## src/design/assert_macros.svh

```systemverilog
// assertion macros shared by the design files
// no dependencies
`ifndef ASSERT_MACROS_SVH
`define ASSERT_MACROS_SVH
// implication checked on every rising clock edge outside reset
`define ASSERT_IMPL(label, clk, rst_n, ante, cons) \
  label: assert property (@(posedge clk) disable iff (!rst_n) (ante) |-> (cons)) \
    else $error("assertion failed");
// next-cycle implication
`define ASSERT_NEXT(label, clk, rst_n, ante, cons) \
  label: assert property (@(posedge clk) disable iff (!rst_n) (ante) |=> (cons)) \
    else $error("assertion failed");
`endif

```

## src/design/plqm_pkg.sv

```systemverilog
// package for the link quality monitor: fixed widths, constants, payload types
// no dependencies
`timescale 1ns / 1ps
package plqm_pkg;
  localparam int SeqW = 16;
  localparam int RssiW = 8;
  localparam int IntW = 24;
  localparam int BinW = 3;
  localparam int NBins = 6;
  localparam int BurstW = 16;
  localparam int PmW = 14;
  localparam int RssiAccW = 48;
  localparam int DevAccW = 64;
  localparam logic [15:0] GapLimit = 16'd1000;
  localparam logic [23:0] IntReset = 24'd1000;
  localparam logic FuncArrive = 1'b0;
  localparam logic FuncRead = 1'b1;
endpackage

```

## src/design/plqm_if.sv

```systemverilog
// valid/ready channel interfaces for input items and result items
// depends on plqm_pkg
`timescale 1ns / 1ps
interface plqm_in_if import plqm_pkg::*; #(parameter int TW = 48) ();
  logic valid;
  logic ready;
  logic func;
  logic [SeqW-1:0] seq;
  logic [RssiW-1:0] rssi;
  logic [TW-1:0] arrival_us;
  logic [BinW-1:0] bin_select;
  modport source (output valid, func, seq, rssi, arrival_us, bin_select, input ready);
  modport sink (input valid, func, seq, rssi, arrival_us, bin_select, output ready);
endinterface

interface plqm_out_if import plqm_pkg::*; #(parameter int TW = 48, parameter int CW = 32) ();
  logic valid;
  logic ready;
  logic stats_valid;
  logic [CW-1:0] packet_count;
  logic [CW-1:0] lost_count;
  logic [BurstW-1:0] longest_burst;
  logic [PmW-1:0] loss_ratio;
  logic [RssiW-1:0] average_rssi;
  logic [TW-1:0] deviation_min;
  logic [TW-1:0] deviation_avg;
  logic [TW-1:0] deviation_max;
  logic [CW-1:0] bin_count;
  modport source (output valid, stats_valid, packet_count, lost_count, longest_burst,
                  loss_ratio, average_rssi, deviation_min, deviation_avg,
                  deviation_max, bin_count, input ready);
  modport sink (input valid, stats_valid, packet_count, lost_count, longest_burst,
                loss_ratio, average_rssi, deviation_min, deviation_avg,
                deviation_max, bin_count, output ready);
endinterface

```

## src/design/plqm_div.sv

```systemverilog
// shared restoring divider, one quotient bit per cycle
// depends on plqm_pkg
`timescale 1ns / 1ps
module plqm_div import plqm_pkg::*; #(
  parameter int W = 64
) (
  input  logic         clk_i,
  input  logic         rst_ni,
  input  logic         start_i,
  input  logic [W-1:0] num_i,
  input  logic [W-1:0] den_i,
  output logic         done_o,
  output logic [W-1:0] quo_o
);
  localparam int CntW = $clog2(W + 1);
  logic [W-1:0] rem_q, rem_d, quo_q, quo_d, den_q;
  logic [CntW-1:0] cnt_q, cnt_d;
  logic busy_q, busy_d, done_q, done_d;
  logic [W:0] trial;

  always_comb begin
    rem_d = rem_q;
    quo_d = quo_q;
    cnt_d = cnt_q;
    busy_d = busy_q;
    done_d = 1'b0;
    trial = {rem_q, quo_q[W-1]} - {1'b0, den_q};
    if (start_i) begin
      rem_d = '0;
      quo_d = num_i;
      cnt_d = CntW'(W);
      busy_d = 1'b1;
    end else if (busy_q) begin
      if (!trial[W]) begin
        rem_d = trial[W-1:0];
        quo_d = {quo_q[W-2:0], 1'b1};
      end else begin
        rem_d = {rem_q[W-2:0], quo_q[W-1]};
        quo_d = {quo_q[W-2:0], 1'b0};
      end
      cnt_d = cnt_q - 1'b1;
      if (cnt_q == CntW'(1)) begin
        busy_d = 1'b0;
        done_d = 1'b1;
      end
    end
  end

  always_ff @(posedge clk_i or negedge rst_ni) begin
    if (!rst_ni) begin
      busy_q <= 1'b0;
      done_q <= 1'b0;
      cnt_q <= '0;
    end else begin
      busy_q <= busy_d;
      done_q <= done_d;
      cnt_q <= cnt_d;
    end
  end

  always_ff @(posedge clk_i) begin
    rem_q <= rem_d;
    quo_q <= quo_d;
    if (start_i) den_q <= den_i;
  end

  assign done_o = done_q;
  assign quo_o = quo_q;
endmodule

```

## src/design/plqm_front.sv

```systemverilog
// front end: accepts items, updates statistics state, queues a snapshot
// depends on plqm_pkg, plqm_if
`timescale 1ns / 1ps
`include "assert_macros.svh"
module plqm_front import plqm_pkg::*; #(
  parameter int TW = 48,
  parameter int CW = 32
) (
  input  logic            clk_i,
  input  logic            rst_ni,
  input  logic [IntW-1:0] interval_i,
  plqm_in_if.sink         in_if,
  output logic            snap_valid_o,
  input  logic            snap_ready_i,
  output logic [CW-1:0]   recv_o,
  output logic [CW-1:0]   lost_o,
  output logic [BurstW-1:0] burst_o,
  output logic [RssiAccW-1:0] rssi_acc_o,
  output logic [TW-1:0]   dmin_o,
  output logic [TW-1:0]   dmax_o,
  output logic [DevAccW-1:0] dacc_o,
  output logic [CW-1:0]   dsamp_o,
  output logic [CW-1:0]   bin_o
);
  localparam logic [CW-1:0] CMax = '1;
  logic [SeqW-1:0] pseq_q;
  logic have_t_q;
  logic [TW-1:0] ptime_q;
  logic [CW-1:0] recv_q, lost_q, dsamp_q;
  logic [BurstW-1:0] cburst_q, mburst_q;
  logic [RssiAccW-1:0] racc_q;
  logic [TW-1:0] dmin_q, dmax_q;
  logic [DevAccW-1:0] dacc_q;
  logic [CW-1:0] hist_q [NBins];
  logic [BinW-1:0] bsel_q;
  logic snap_q;

  logic [SeqW-1:0] expect_s, gap;
  logic [TW-1:0] delta, dev;
  logic [BinW-1:0] bin;
  logic [CW:0] lsum;
  logic [BurstW:0] bsum;
  logic [BurstW-1:0] nburst;
  logic [RssiAccW:0] rsum;
  logic [DevAccW:0] dsum;
  logic take;

  // single-entry snapshot queue: accept when it is empty or draining
  assign in_if.ready = !snap_q || snap_ready_i;
  assign take = in_if.valid && in_if.ready;

  always_comb begin
    expect_s = pseq_q + 1'b1;
    gap = in_if.seq - expect_s;
    lsum = {1'b0, lost_q} + (CW+1)'(gap);
    bsum = {1'b0, cburst_q} + {1'b0, gap};
    nburst = bsum[BurstW] ? '1 : bsum[BurstW-1:0];
    rsum = {1'b0, racc_q} + (RssiAccW+1)'(in_if.rssi);
    delta = in_if.arrival_us - ptime_q;
    dev = (delta >= TW'(interval_i)) ? delta - TW'(interval_i) : TW'(interval_i) - delta;
    dsum = {1'b0, dacc_q} + (DevAccW+1)'(dev);
    if (dev < TW'(100)) bin = 3'd0;
    else if (dev < TW'(500)) bin = 3'd1;
    else if (dev < TW'(1000)) bin = 3'd2;
    else if (dev < TW'(5000)) bin = 3'd3;
    else if (dev < TW'(10000)) bin = 3'd4;
    else bin = 3'd5;
  end

  always_ff @(posedge clk_i or negedge rst_ni) begin
    if (!rst_ni) begin
      pseq_q <= '0; have_t_q <= 1'b0; ptime_q <= '0;
      recv_q <= '0; lost_q <= '0; cburst_q <= '0; mburst_q <= '0;
      racc_q <= '0; dmin_q <= '1; dmax_q <= '0; dacc_q <= '0; dsamp_q <= '0;
      for (int i = 0; i < NBins; i++) hist_q[i] <= '0;
      snap_q <= 1'b0;
      bsel_q <= '0;
    end else begin
      if (snap_q && snap_ready_i && !take) snap_q <= 1'b0;
      if (take) begin
        snap_q <= 1'b1;
        bsel_q <= in_if.bin_select;
        if (in_if.func == FuncArrive) begin
          if (in_if.seq != expect_s && pseq_q != '0) begin
            if (gap < GapLimit) begin
              lost_q <= lsum[CW] ? CMax : lsum[CW-1:0];
              cburst_q <= nburst;
              if (nburst > mburst_q) mburst_q <= nburst;
            end
          end else begin
            cburst_q <= '0;
          end
          pseq_q <= in_if.seq;
          if (recv_q != CMax) recv_q <= recv_q + 1'b1;
          racc_q <= rsum[RssiAccW] ? '1 : rsum[RssiAccW-1:0];
          if (have_t_q) begin
            if (dev < dmin_q) dmin_q <= dev;
            if (dev > dmax_q) dmax_q <= dev;
            dacc_q <= dsum[DevAccW] ? '1 : dsum[DevAccW-1:0];
            if (dsamp_q != CMax) dsamp_q <= dsamp_q + 1'b1;
            if (hist_q[bin] != CMax) hist_q[bin] <= hist_q[bin] + 1'b1;
          end
          have_t_q <= 1'b1;
          ptime_q <= in_if.arrival_us;
        end
      end
    end
  end

  // state only changes when a snapshot is taken, so the queue reads it live
  assign snap_valid_o = snap_q;
  assign recv_o = recv_q;
  assign lost_o = lost_q;
  assign burst_o = mburst_q;
  assign rssi_acc_o = racc_q;
  assign dmin_o = dmin_q;
  assign dmax_o = dmax_q;
  assign dacc_o = dacc_q;
  assign dsamp_o = dsamp_q;
  assign bin_o = (bsel_q < BinW'(NBins)) ? hist_q[bsel_q] : '0;

  `ASSERT_NEXT(a_take_snap, clk_i, rst_ni, take, snap_q)
  `ASSERT_IMPL(a_ready_q, clk_i, rst_ni, !snap_q, in_if.ready)
  `ASSERT_NEXT(a_burst_max, clk_i, rst_ni, 1'b1, cburst_q <= mburst_q || cburst_q == '0)
endmodule

```

## src/design/plqm_back.sv

```systemverilog
// back end: up to three divisions on the shared divider, then the result register
// depends on plqm_pkg, plqm_if, plqm_div
`timescale 1ns / 1ps
`include "assert_macros.svh"
module plqm_back import plqm_pkg::*; #(
  parameter int TW = 48,
  parameter int CW = 32
) (
  input  logic            clk_i,
  input  logic            rst_ni,
  input  logic            snap_valid_i,
  output logic            snap_ready_o,
  input  logic [CW-1:0]   recv_i,
  input  logic [CW-1:0]   lost_i,
  input  logic [BurstW-1:0] burst_i,
  input  logic [RssiAccW-1:0] rssi_acc_i,
  input  logic [TW-1:0]   dmin_i,
  input  logic [TW-1:0]   dmax_i,
  input  logic [DevAccW-1:0] dacc_i,
  input  logic [CW-1:0]   dsamp_i,
  input  logic [CW-1:0]   bin_i,
  plqm_out_if.source      out_if
);
  typedef enum logic [2:0] {S_IDLE, S_MUL, S_LOSS, S_RSSI, S_DEV, S_OUT} state_e;
  state_e state_q;
  logic start_q;
  logic [DevAccW-1:0] num_q, den_q, quo;
  logic [CW:0] total_q;
  logic [CW+13:0] prod_q;
  logic done;
  logic dev_done;
  localparam logic [TW-1:0] TMax = '1;

  plqm_div #(.W(DevAccW)) u_div (
    .clk_i, .rst_ni, .start_i(start_q), .num_i(num_q), .den_i(den_q),
    .done_o(done), .quo_o(quo)
  );

  assign dev_done = (dsamp_i == '0) || done;
  // the snapshot is free once the result register loads
  assign snap_ready_o = (state_q == S_DEV) && dev_done;

  always_ff @(posedge clk_i or negedge rst_ni) begin
    if (!rst_ni) begin
      state_q <= S_IDLE;
      start_q <= 1'b0;
      out_if.valid <= 1'b0;
    end else begin
      case (state_q)
        S_IDLE: begin
          start_q <= 1'b0;
          if (snap_valid_i) begin
            total_q <= {1'b0, recv_i} + {1'b0, lost_i};
            prod_q <= (CW+14)'(lost_i) * (CW+14)'(10000);
            state_q <= S_MUL;
          end
        end
        S_MUL: begin
          if (total_q == '0) begin
            out_if.loss_ratio <= '0;
            num_q <= DevAccW'(rssi_acc_i);
            den_q <= DevAccW'(recv_i);
            start_q <= (recv_i != '0);
            state_q <= S_RSSI;
            if (recv_i == '0) out_if.average_rssi <= '0;
          end else begin
            num_q <= DevAccW'(prod_q);
            den_q <= DevAccW'(total_q);
            start_q <= 1'b1;
            state_q <= S_LOSS;
          end
        end
        S_LOSS: begin
          if (done) begin
            out_if.loss_ratio <= quo[PmW-1:0];
            num_q <= DevAccW'(rssi_acc_i);
            den_q <= DevAccW'(recv_i);
            start_q <= 1'b1;
            state_q <= S_RSSI;
          end else start_q <= 1'b0;
        end
        S_RSSI: begin
          if (recv_i == '0 || done) begin
            if (recv_i != '0) out_if.average_rssi <= (quo > 64'd255) ? 8'd255 : quo[7:0];
            num_q <= dacc_i;
            den_q <= DevAccW'(dsamp_i);
            start_q <= (dsamp_i != '0);
            state_q <= S_DEV;
          end else start_q <= 1'b0;
        end
        S_DEV: begin
          start_q <= 1'b0;
          if (dev_done) begin
            if (dsamp_i == '0) out_if.deviation_avg <= '0;
            else out_if.deviation_avg <= (quo > DevAccW'(TMax)) ? TMax : quo[TW-1:0];
            out_if.stats_valid <= recv_i != '0;
            out_if.packet_count <= recv_i;
            out_if.lost_count <= lost_i;
            out_if.longest_burst <= burst_i;
            out_if.deviation_min <= (dsamp_i != '0) ? dmin_i : '0;
            out_if.deviation_max <= dmax_i;
            out_if.bin_count <= bin_i;
            out_if.valid <= 1'b1;
            state_q <= S_OUT;
          end
        end
        S_OUT: begin
          start_q <= 1'b0;
          if (out_if.ready) begin
            out_if.valid <= 1'b0;
            state_q <= S_IDLE;
          end
        end
        default: begin
          start_q <= 1'b0;
          state_q <= S_IDLE;
        end
      endcase
    end
  end

  `ASSERT_IMPL(a_valid_out, clk_i, rst_ni, out_if.valid, state_q == S_OUT)
  `ASSERT_IMPL(a_snap_held, clk_i, rst_ni, state_q != S_IDLE && state_q != S_OUT, snap_valid_i)
endmodule

```

## src/design/packet_link_quality_monitor.sv

```systemverilog
// top level of the packet link quality monitor
// depends on plqm_pkg, plqm_if, plqm_front, plqm_back, plqm_div
`timescale 1ns / 1ps
// Each item runs through three 64-bit divisions (loss ratio, average rssi,
// average deviation), one after another on one shared divider at one quotient
// bit per cycle, after setup in the S_IDLE and S_MUL states; a division whose
// divisor is zero is skipped. The snapshot is freed as the result register
// loads, so the front end takes one more item while a result waits; that item
// starts once the result leaves. No clearing pass after reset.
module packet_link_quality_monitor import plqm_pkg::*; #(
  parameter int TIME_WIDTH = 48,
  parameter int COUNT_WIDTH = 32
) (
  input  logic            clk_i,
  input  logic            rst_ni,
  input  logic            cfg_we_i,
  input  logic [IntW-1:0] cfg_wdata_i,
  plqm_in_if.sink         in_if,
  plqm_out_if.source      out_if
);
  logic [IntW-1:0] interval_q;
  logic snap_valid, snap_ready;
  logic [COUNT_WIDTH-1:0] recv, lost, dsamp, bin;
  logic [BurstW-1:0] burst;
  logic [RssiAccW-1:0] racc;
  logic [TIME_WIDTH-1:0] dmin, dmax;
  logic [DevAccW-1:0] dacc;

  always_ff @(posedge clk_i or negedge rst_ni) begin
    if (!rst_ni) interval_q <= IntReset;
    else if (cfg_we_i) interval_q <= cfg_wdata_i;
  end

  plqm_front #(.TW(TIME_WIDTH), .CW(COUNT_WIDTH)) u_front (
    .clk_i, .rst_ni, .interval_i(interval_q), .in_if,
    .snap_valid_o(snap_valid), .snap_ready_i(snap_ready),
    .recv_o(recv), .lost_o(lost), .burst_o(burst), .rssi_acc_o(racc),
    .dmin_o(dmin), .dmax_o(dmax), .dacc_o(dacc), .dsamp_o(dsamp), .bin_o(bin)
  );

  plqm_back #(.TW(TIME_WIDTH), .CW(COUNT_WIDTH)) u_back (
    .clk_i, .rst_ni, .snap_valid_i(snap_valid), .snap_ready_o(snap_ready),
    .recv_i(recv), .lost_i(lost), .burst_i(burst), .rssi_acc_i(racc),
    .dmin_i(dmin), .dmax_i(dmax), .dacc_i(dacc), .dsamp_i(dsamp), .bin_i(bin),
    .out_if
  );
endmodule

```

## src/flat_wrapper.sv

```systemverilog
// flat-port wrapper written by rule: the top's interface ports become plain ports
module packet_link_quality_monitor_flat import plqm_pkg::*;
#(
  parameter int TIME_WIDTH = 48,
  parameter int COUNT_WIDTH = 32
)
  (clk_i, rst_ni, cfg_we_i, cfg_wdata_i, in_if_valid, in_if_func, in_if_seq, in_if_rssi, in_if_arrival_us, in_if_bin_select, in_if_ready, out_if_valid, out_if_stats_valid, out_if_packet_count, out_if_lost_count, out_if_longest_burst, out_if_loss_ratio, out_if_average_rssi, out_if_deviation_min, out_if_deviation_avg, out_if_deviation_max, out_if_bin_count, out_if_ready);
  plqm_in_if #(.TW((48))) in_if_i ();
  plqm_out_if #(.TW((48)), .CW((32))) out_if_i ();
  input  logic clk_i;
  input  logic rst_ni;
  input  logic cfg_we_i;
  input  logic [IntW-1:0] cfg_wdata_i;
  input wire logic [$bits(in_if_i.valid)-1:0] in_if_valid;
  input wire logic [$bits(in_if_i.func)-1:0] in_if_func;
  input wire logic [$bits(in_if_i.seq)-1:0] in_if_seq;
  input wire logic [$bits(in_if_i.rssi)-1:0] in_if_rssi;
  input wire logic [$bits(in_if_i.arrival_us)-1:0] in_if_arrival_us;
  input wire logic [$bits(in_if_i.bin_select)-1:0] in_if_bin_select;
  output wire logic [$bits(in_if_i.ready)-1:0] in_if_ready;
  output wire logic [$bits(out_if_i.valid)-1:0] out_if_valid;
  output wire logic [$bits(out_if_i.stats_valid)-1:0] out_if_stats_valid;
  output wire logic [$bits(out_if_i.packet_count)-1:0] out_if_packet_count;
  output wire logic [$bits(out_if_i.lost_count)-1:0] out_if_lost_count;
  output wire logic [$bits(out_if_i.longest_burst)-1:0] out_if_longest_burst;
  output wire logic [$bits(out_if_i.loss_ratio)-1:0] out_if_loss_ratio;
  output wire logic [$bits(out_if_i.average_rssi)-1:0] out_if_average_rssi;
  output wire logic [$bits(out_if_i.deviation_min)-1:0] out_if_deviation_min;
  output wire logic [$bits(out_if_i.deviation_avg)-1:0] out_if_deviation_avg;
  output wire logic [$bits(out_if_i.deviation_max)-1:0] out_if_deviation_max;
  output wire logic [$bits(out_if_i.bin_count)-1:0] out_if_bin_count;
  input wire logic [$bits(out_if_i.ready)-1:0] out_if_ready;
  assign in_if_i.valid = in_if_valid;
  assign in_if_i.func = in_if_func;
  assign in_if_i.seq = in_if_seq;
  assign in_if_i.rssi = in_if_rssi;
  assign in_if_i.arrival_us = in_if_arrival_us;
  assign in_if_i.bin_select = in_if_bin_select;
  assign in_if_ready = in_if_i.ready;
  assign out_if_valid = out_if_i.valid;
  assign out_if_stats_valid = out_if_i.stats_valid;
  assign out_if_packet_count = out_if_i.packet_count;
  assign out_if_lost_count = out_if_i.lost_count;
  assign out_if_longest_burst = out_if_i.longest_burst;
  assign out_if_loss_ratio = out_if_i.loss_ratio;
  assign out_if_average_rssi = out_if_i.average_rssi;
  assign out_if_deviation_min = out_if_i.deviation_min;
  assign out_if_deviation_avg = out_if_i.deviation_avg;
  assign out_if_deviation_max = out_if_i.deviation_max;
  assign out_if_bin_count = out_if_i.bin_count;
  assign out_if_i.ready = out_if_ready;
  packet_link_quality_monitor #(.TIME_WIDTH(TIME_WIDTH), .COUNT_WIDTH(COUNT_WIDTH)) u_core (.clk_i(clk_i), .rst_ni(rst_ni), .cfg_we_i(cfg_we_i), .cfg_wdata_i(cfg_wdata_i), .in_if(in_if_i), .out_if(out_if_i));
endmodule
```

## config.mk

```make
export PLATFORM = sky130hd
export DESIGN_NAME = packet_link_quality_monitor_flat
export DESIGN_NICKNAME = d
export VERILOG_FILES = /design/src/design/plqm_pkg.sv /design/src/design/plqm_if.sv /design/src/design/plqm_div.sv /design/src/design/plqm_front.sv /design/src/design/plqm_back.sv /design/src/design/packet_link_quality_monitor.sv /design/src/flat_wrapper.sv
export VERILOG_INCLUDE_DIRS = /design/src /design/src/design
export SDC_FILE = /design/constraint.sdc
export NUM_CORES = 2
export LEC_CHECK = 0
export BUFFER_PORTS_ARGS = -buffer_cell sky130_fd_sc_hd__buf_4
export CAP_MARGIN = 20
export CORE_UTILIZATION = 44
export DETAILED_ROUTE_END_ITERATION = 8
export GPL_TIMING_DRIVEN = 0
export PLACE_DENSITY = 0.71
export SKIP_LAST_GASP = 1
export SLEW_MARGIN = 40
export SYNTH_ARGS = -nofsm -noshare
export SYNTH_HDL_FRONTEND = slang
export SYNTH_SLANG_ARGS = --single-unit
```

## constraint.sdc

```tcl
create_clock -name clk_i -period 26.7 [get_ports clk_i]
set_input_delay 0 -clock clk_i [delete_from_list [all_inputs] [get_ports clk_i]]
set_output_delay 0 -clock clk_i [all_outputs]
set_load 0.05 [all_outputs]
```

==> metrics.txt <==
# TYPE chip_impl_metric gauge
chip_impl_info{name="crit_type",value="reg2reg"} 1
chip_impl_metric{name="floorplan.die_area",unit="mm2"} 0.1683
chip_impl_metric{name="postSynthRegisterBits",unit=""} 1247
chip_impl_metric{name="avgViaCountPerCell",unit=""} 5.634
chip_impl_metric{name="globalRouteMet1Util",unit=""} 0.3487
chip_impl_info{name="grt.busiest_layer",value="met2"} 1
chip_impl_info{name="cts_root_buf",value="clkbuf_16"} 1
chip_impl_metric{name="placement_rows",unit=""} 149
chip_impl_info{name="critPathCaptureType",value="flop"} 1
chip_impl_metric{name="postSynthCellCount",unit=""} 7133
chip_impl_metric{name="dr.pass1.iters",unit=""} 9
chip_impl_metric{name="clk_transition_reported_paths",unit="ns"} 0.06
chip_impl_metric{name="cts_resized",unit=""} 0
chip_impl_metric{name="post-route-period-util",unit=""} 0.5450
chip_impl_metric{name="clock_sinks",unit=""} 1247
chip_impl_metric{name="cts_buffers",unit=""} 141
chip_impl_metric{name="final_nets",unit=""} 8675
chip_impl_info{name="mostFrequentLayoutCells",value="714 x inv_1, 654 x nand2_1, 580 x dfrtp_1, 573 x nor2_1, 548 x edfxtp_1"} 1
chip_impl_info{name="run_status",value="finished with violations"} 1
chip_impl_metric{name="whs",unit="ns"} 0.06363
chip_impl_metric{name="placed_wire_length_estimate",unit="um"} 162500
chip_impl_metric{name="p_r_area_growth_vs_syn",unit="%"} 19.12
chip_impl_metric{name="drive_gt1_frac",unit=""} 0.1502
chip_impl_metric{name="route.vias.total",unit=""} 57930
chip_impl_metric{name="dieWidth",unit="um"} 410.3
chip_impl_metric{name="dpl_cell_area",unit="mm2"} 0.07997
chip_impl_metric{name="power",unit="mW"} 4.427
chip_impl_metric{name="synthesis.yosys.warnings",unit=""} 0
chip_impl_metric{name="ff_latch_area",unit="mm2"} 0.03370
chip_impl_metric{name="ys_types",unit=""} 106
chip_impl_metric{name="post-route-cell-area",unit="mm2"} 0.08737
chip_impl_metric{name="ctsLongestPathBuffers",unit=""} 3
chip_impl_metric{name="period_minus_slack",unit="ns"} 14.55
chip_impl_metric{name="critical_path.max_stage_delay",unit="ns"} 0.73
chip_impl_metric{name="grt_start_max_net_pins",unit=""} 107
chip_impl_metric{name="fillers",unit=""} 14300
chip_impl_info{name="worst_setup_path_start_kind",value="flop"} 1
chip_impl_metric{name="p_leak",unit="nW"} 39.41
chip_impl_metric{name="ios",unit=""} 386
chip_impl_metric{name="worstMarginPinSlew",unit="ns"} 0.9315
chip_impl_metric{name="synth-async-reset-ratio",unit=""} 0.5092
chip_impl_metric{name="final_cells",unit=""} 10280
chip_impl_metric{name="antenna_found_initial",unit=""} 10
chip_impl_metric{name="grt_first_pass_wirelength",unit="um"} 335500
chip_impl_metric{name="ctsHoldBuffers",unit=""} 240
chip_impl_metric{name="synth_edf_count",unit=""} 548
chip_impl_metric{name="wl",unit="um"} 219900
chip_impl_metric{name="critPathRequiredTime",unit="ns"} 27.39
chip_impl_metric{name="drcViolationCount",unit=""} 66
chip_impl_metric{name="power.ir.vdd_worst",unit="V"} 0.00007155
chip_impl_metric{name="finalSetupViolations",unit=""} 0
chip_impl_info{name="mostFrequentLayoutCell",value="inv_1"} 1
chip_impl_metric{name="clock_insertion_delay_worst_skew",unit="ns"} 0.82
chip_impl_metric{name="htree_num_levels",unit=""} 4
chip_impl_metric{name="antenna_violating_nets_post_route",unit=""} 0
chip_impl_metric{name="power.density",unit="mW/mm2"} 50.66
chip_impl_metric{name="multi_input_area",unit="mm2"} 0.03616
chip_impl_metric{name="max_slew_margin",unit=""} 0.3790
chip_impl_metric{name="max_freq",unit="MHz"} 68.73
chip_impl_metric{name="ys_seq_area_frac",unit=""} 0.4594
chip_impl_info{name="rsz_0062_raised_after_global_routing",value="no"} 1
chip_impl_metric{name="preCtsSetupSlack",unit="ns"} 12.85
chip_impl_metric{name="timing.critical_path.fanout_max",unit=""} 10
chip_impl_metric{name="die-height",unit="um"} 410.3
chip_impl_metric{name="dp_cells",unit=""} 9770
chip_impl_metric{name="gp_routability_congestion",unit=""} 0.9074
chip_impl_metric{name="grt.met3_usage",unit=""} 0.03908
chip_impl_metric{name="grtUsageMet2",unit=""} 0.4002
chip_impl_metric{name="mappedNetlistArea",unit="mm2"} 0.07335
chip_impl_info{name="tritoncts",value="built"} 1
chip_impl_info{name="timing.critical_path.slowest_stage_cell",value="a21boi_0"} 1
chip_impl_metric{name="core-area",unit="mm2"} 0.1652
chip_impl_metric{name="final-max-slew-violation-count",unit=""} 0
chip_impl_info{name="worstHoldPathType",value="in2reg"} 1
chip_impl_metric{name="syn-mean-instance-area",unit="um2"} 10.28
chip_impl_metric{name="grtUsageTotal",unit=""} 0.2583
chip_impl_metric{name="grt_pass1_vias",unit=""} 57210
chip_impl_metric{name="buffer_ports.inserted",unit=""} 384
chip_impl_info{name="dominantRegCellSynth",value="dfrtp_1"} 1
chip_impl_metric{name="fin_ws",unit="ns"} 12.15
chip_impl_metric{name="initial_utilization",unit=""} 0.4441
chip_impl_metric{name="arrival",unit="ns"} 15.24
chip_impl_metric{name="max-cap-violations",unit=""} 0
chip_impl_metric{name="mappedNetlistNets",unit=""} 7844
chip_impl_metric{name="grt_overflow_total",unit=""} 0
chip_impl_metric{name="skew",unit="ns"} 0.04820
chip_impl_metric{name="wl_per_cell",unit="um"} 21.39
chip_impl_info{name="critical-path-top-cell-by-count",value="o21ai_0"} 1
chip_impl_metric{name="finalHoldViolCount",unit=""} 0
chip_impl_info{name="failed_checks",value="design-rule violations"} 1
chip_impl_metric{name="cts_setup_buffers",unit=""} 0
chip_impl_metric{name="initialDrtViolationCount",unit=""} 5121
[final timing paths]
path / from / slack [ns] / end / cells after the start
min in group asynchronous: rst_ni / 0.38 / u_core.interval_q[9] / 3
worst min-delay path: in_if_arrival_us[0] / 0.06 / u_core.u_front.ptime_q[0] / 4
max in group asynchronous: rst_ni / 24.10 / u_core.u_front.hist_q[166] / 8
worst max register to register: u_core.u_front.ptime_q[0] / 12.15 / u_core.u_front.dacc_o[37] / 52
worst max-delay path: u_core.u_front.ptime_q[0] / 12.15 / u_core.u_front.dacc_o[37] / 52
worst min register to register: u_core.u_back.den_q[1] / 0.41 / u_core.u_back.u_div.den_q[1] / 0
[Yosys cell counts (101+ instances only)]
cell,number,area share
inv_1,715,0.037
nand2_1,655,0.034
dfrtp_1,581,0.20
nor2_1,579,0.030
edfxtp_1,548,0.22
ha_1,513,0.088
a21oi_1,343,0.023
o21ai_0,334,0.023
xnor2_1,256,0.031
mux2_2,248,0.038
clkbuf_1,194,0.0099
nand3_1,147,0.010
xor2_1,123,0.015
mux2i_1,117,0.016
nor3_1,115,0.0078
and3_1,101,0.0086
[state kept, by name, indices dropped and copies added, names as in the netlist, 24 cells and up]
name and cells:
u_core.u_front.ptime_q 48, u_core.u_back.den_q 33, u_core.u_front.recv_o 32, u_core.u_back.out_if.bin_count 32, u_core.u_front.rssi_acc_o 48, u_core.u_front.dacc_o 64, u_core.u_front.dsamp_o 32, u_core.u_back.out_if.deviation_min 48
u_core.u_back.out_if.deviation_max 48, u_core.u_back.total_q 33, u_core.u_front.hist_q 192, u_core.u_back.u_div.den_q 33, u_core.u_back.prod_q 42, u_core.u_back.out_if.packet_count 32, u_core.u_front.dmax_o 48, u_core.u_back.num_q 64
u_core.u_front.lost_o 32, u_core.u_back.out_if.deviation_avg 48, u_core.u_front.dmin_o 48, u_core.u_back.out_if.lost_count 32, u_core.u_back.u_div.quo_o 64, u_core.interval_q 24, u_core.u_back.u_div.rem_q 64
[power by group]
part	total (mW)	switching (mW)	leakage (nW)	internal [mW]
Clock	2.06	0.859	2.39	1.20
Combinational	0.369	0.226	23.1	0.143
Sequential	2.00	0.00205	14.0	1.99
Total	4.43	1.09	39.4	3.34
[logic make-up after synthesis]
| family | count (synthesis) | share of synthesized area |
|---|---|---|
| and+or+nand+nor | 2086 | 0.1349 |
| AOI/OAI and AO/OA | 1373 | 0.1203 |
| DFF | 1247 | 0.4594 |
| buffers and inverters | 973 | 0.05131 |
| adders and majority gates | 607 | 0.1130 |
| muxes | 468 | 0.07584 |
| xor gates and xnor gates | 379 | 0.04526 |
[per-stage QoR]
| stage | util | setup TNS [ns] |
|---|---|---|
| global route | 0.5289 | 0 |
| CTS | 0.5286 | 0 |
| detailed placement | 0.4842 | 0 |
| floorplan | - | 0 |
| finish | 0.5290 | 0 |
| global placement | 0.4781 | -1683.45 |
[worst max-delay path: cells and delay by family, from the launching register on]
family / cells / cell delay (ns)
flip-flops: 1 / 0.36
adder cells (fa/ha/maj): 4 / 1.27
multiplexers: 1 / 0.28
buffers and inverters: 4 / 1.17
AO/OA/AOI/OAI: 32 / 8.29
AND/OR/NAND/NOR: 9 / 2.13
XOR/XNOR: 2 / 0.83
[layout make-up]
class | count | area share
sequential | 1247 | 0.3857
clock buffer | 192 | 0.04540
buffer | 257 | 0.01264
inverter | 716 | 0.03079
antenna | 8 | 0.0002291
timing repair buffer | 688 | 0.06928
multi-input combinational | 4913 | 0.4138
clock inverter | 71 | 0.01084
tap | 2189 | 0.03135
[layer usage]
| layer | vias up | part of all wire |
|---|---|---|
| met5 | - | 0.000059 |
| met4 | 2 | 0.058 |
| met3 | 546 | 0.068 |
| met2 | 2243 | 0.45 |
| met1 | 28320 | 0.43 |
| li1 | 26810 | - |
No activity file was read; power rests on OpenSTA's default activity.
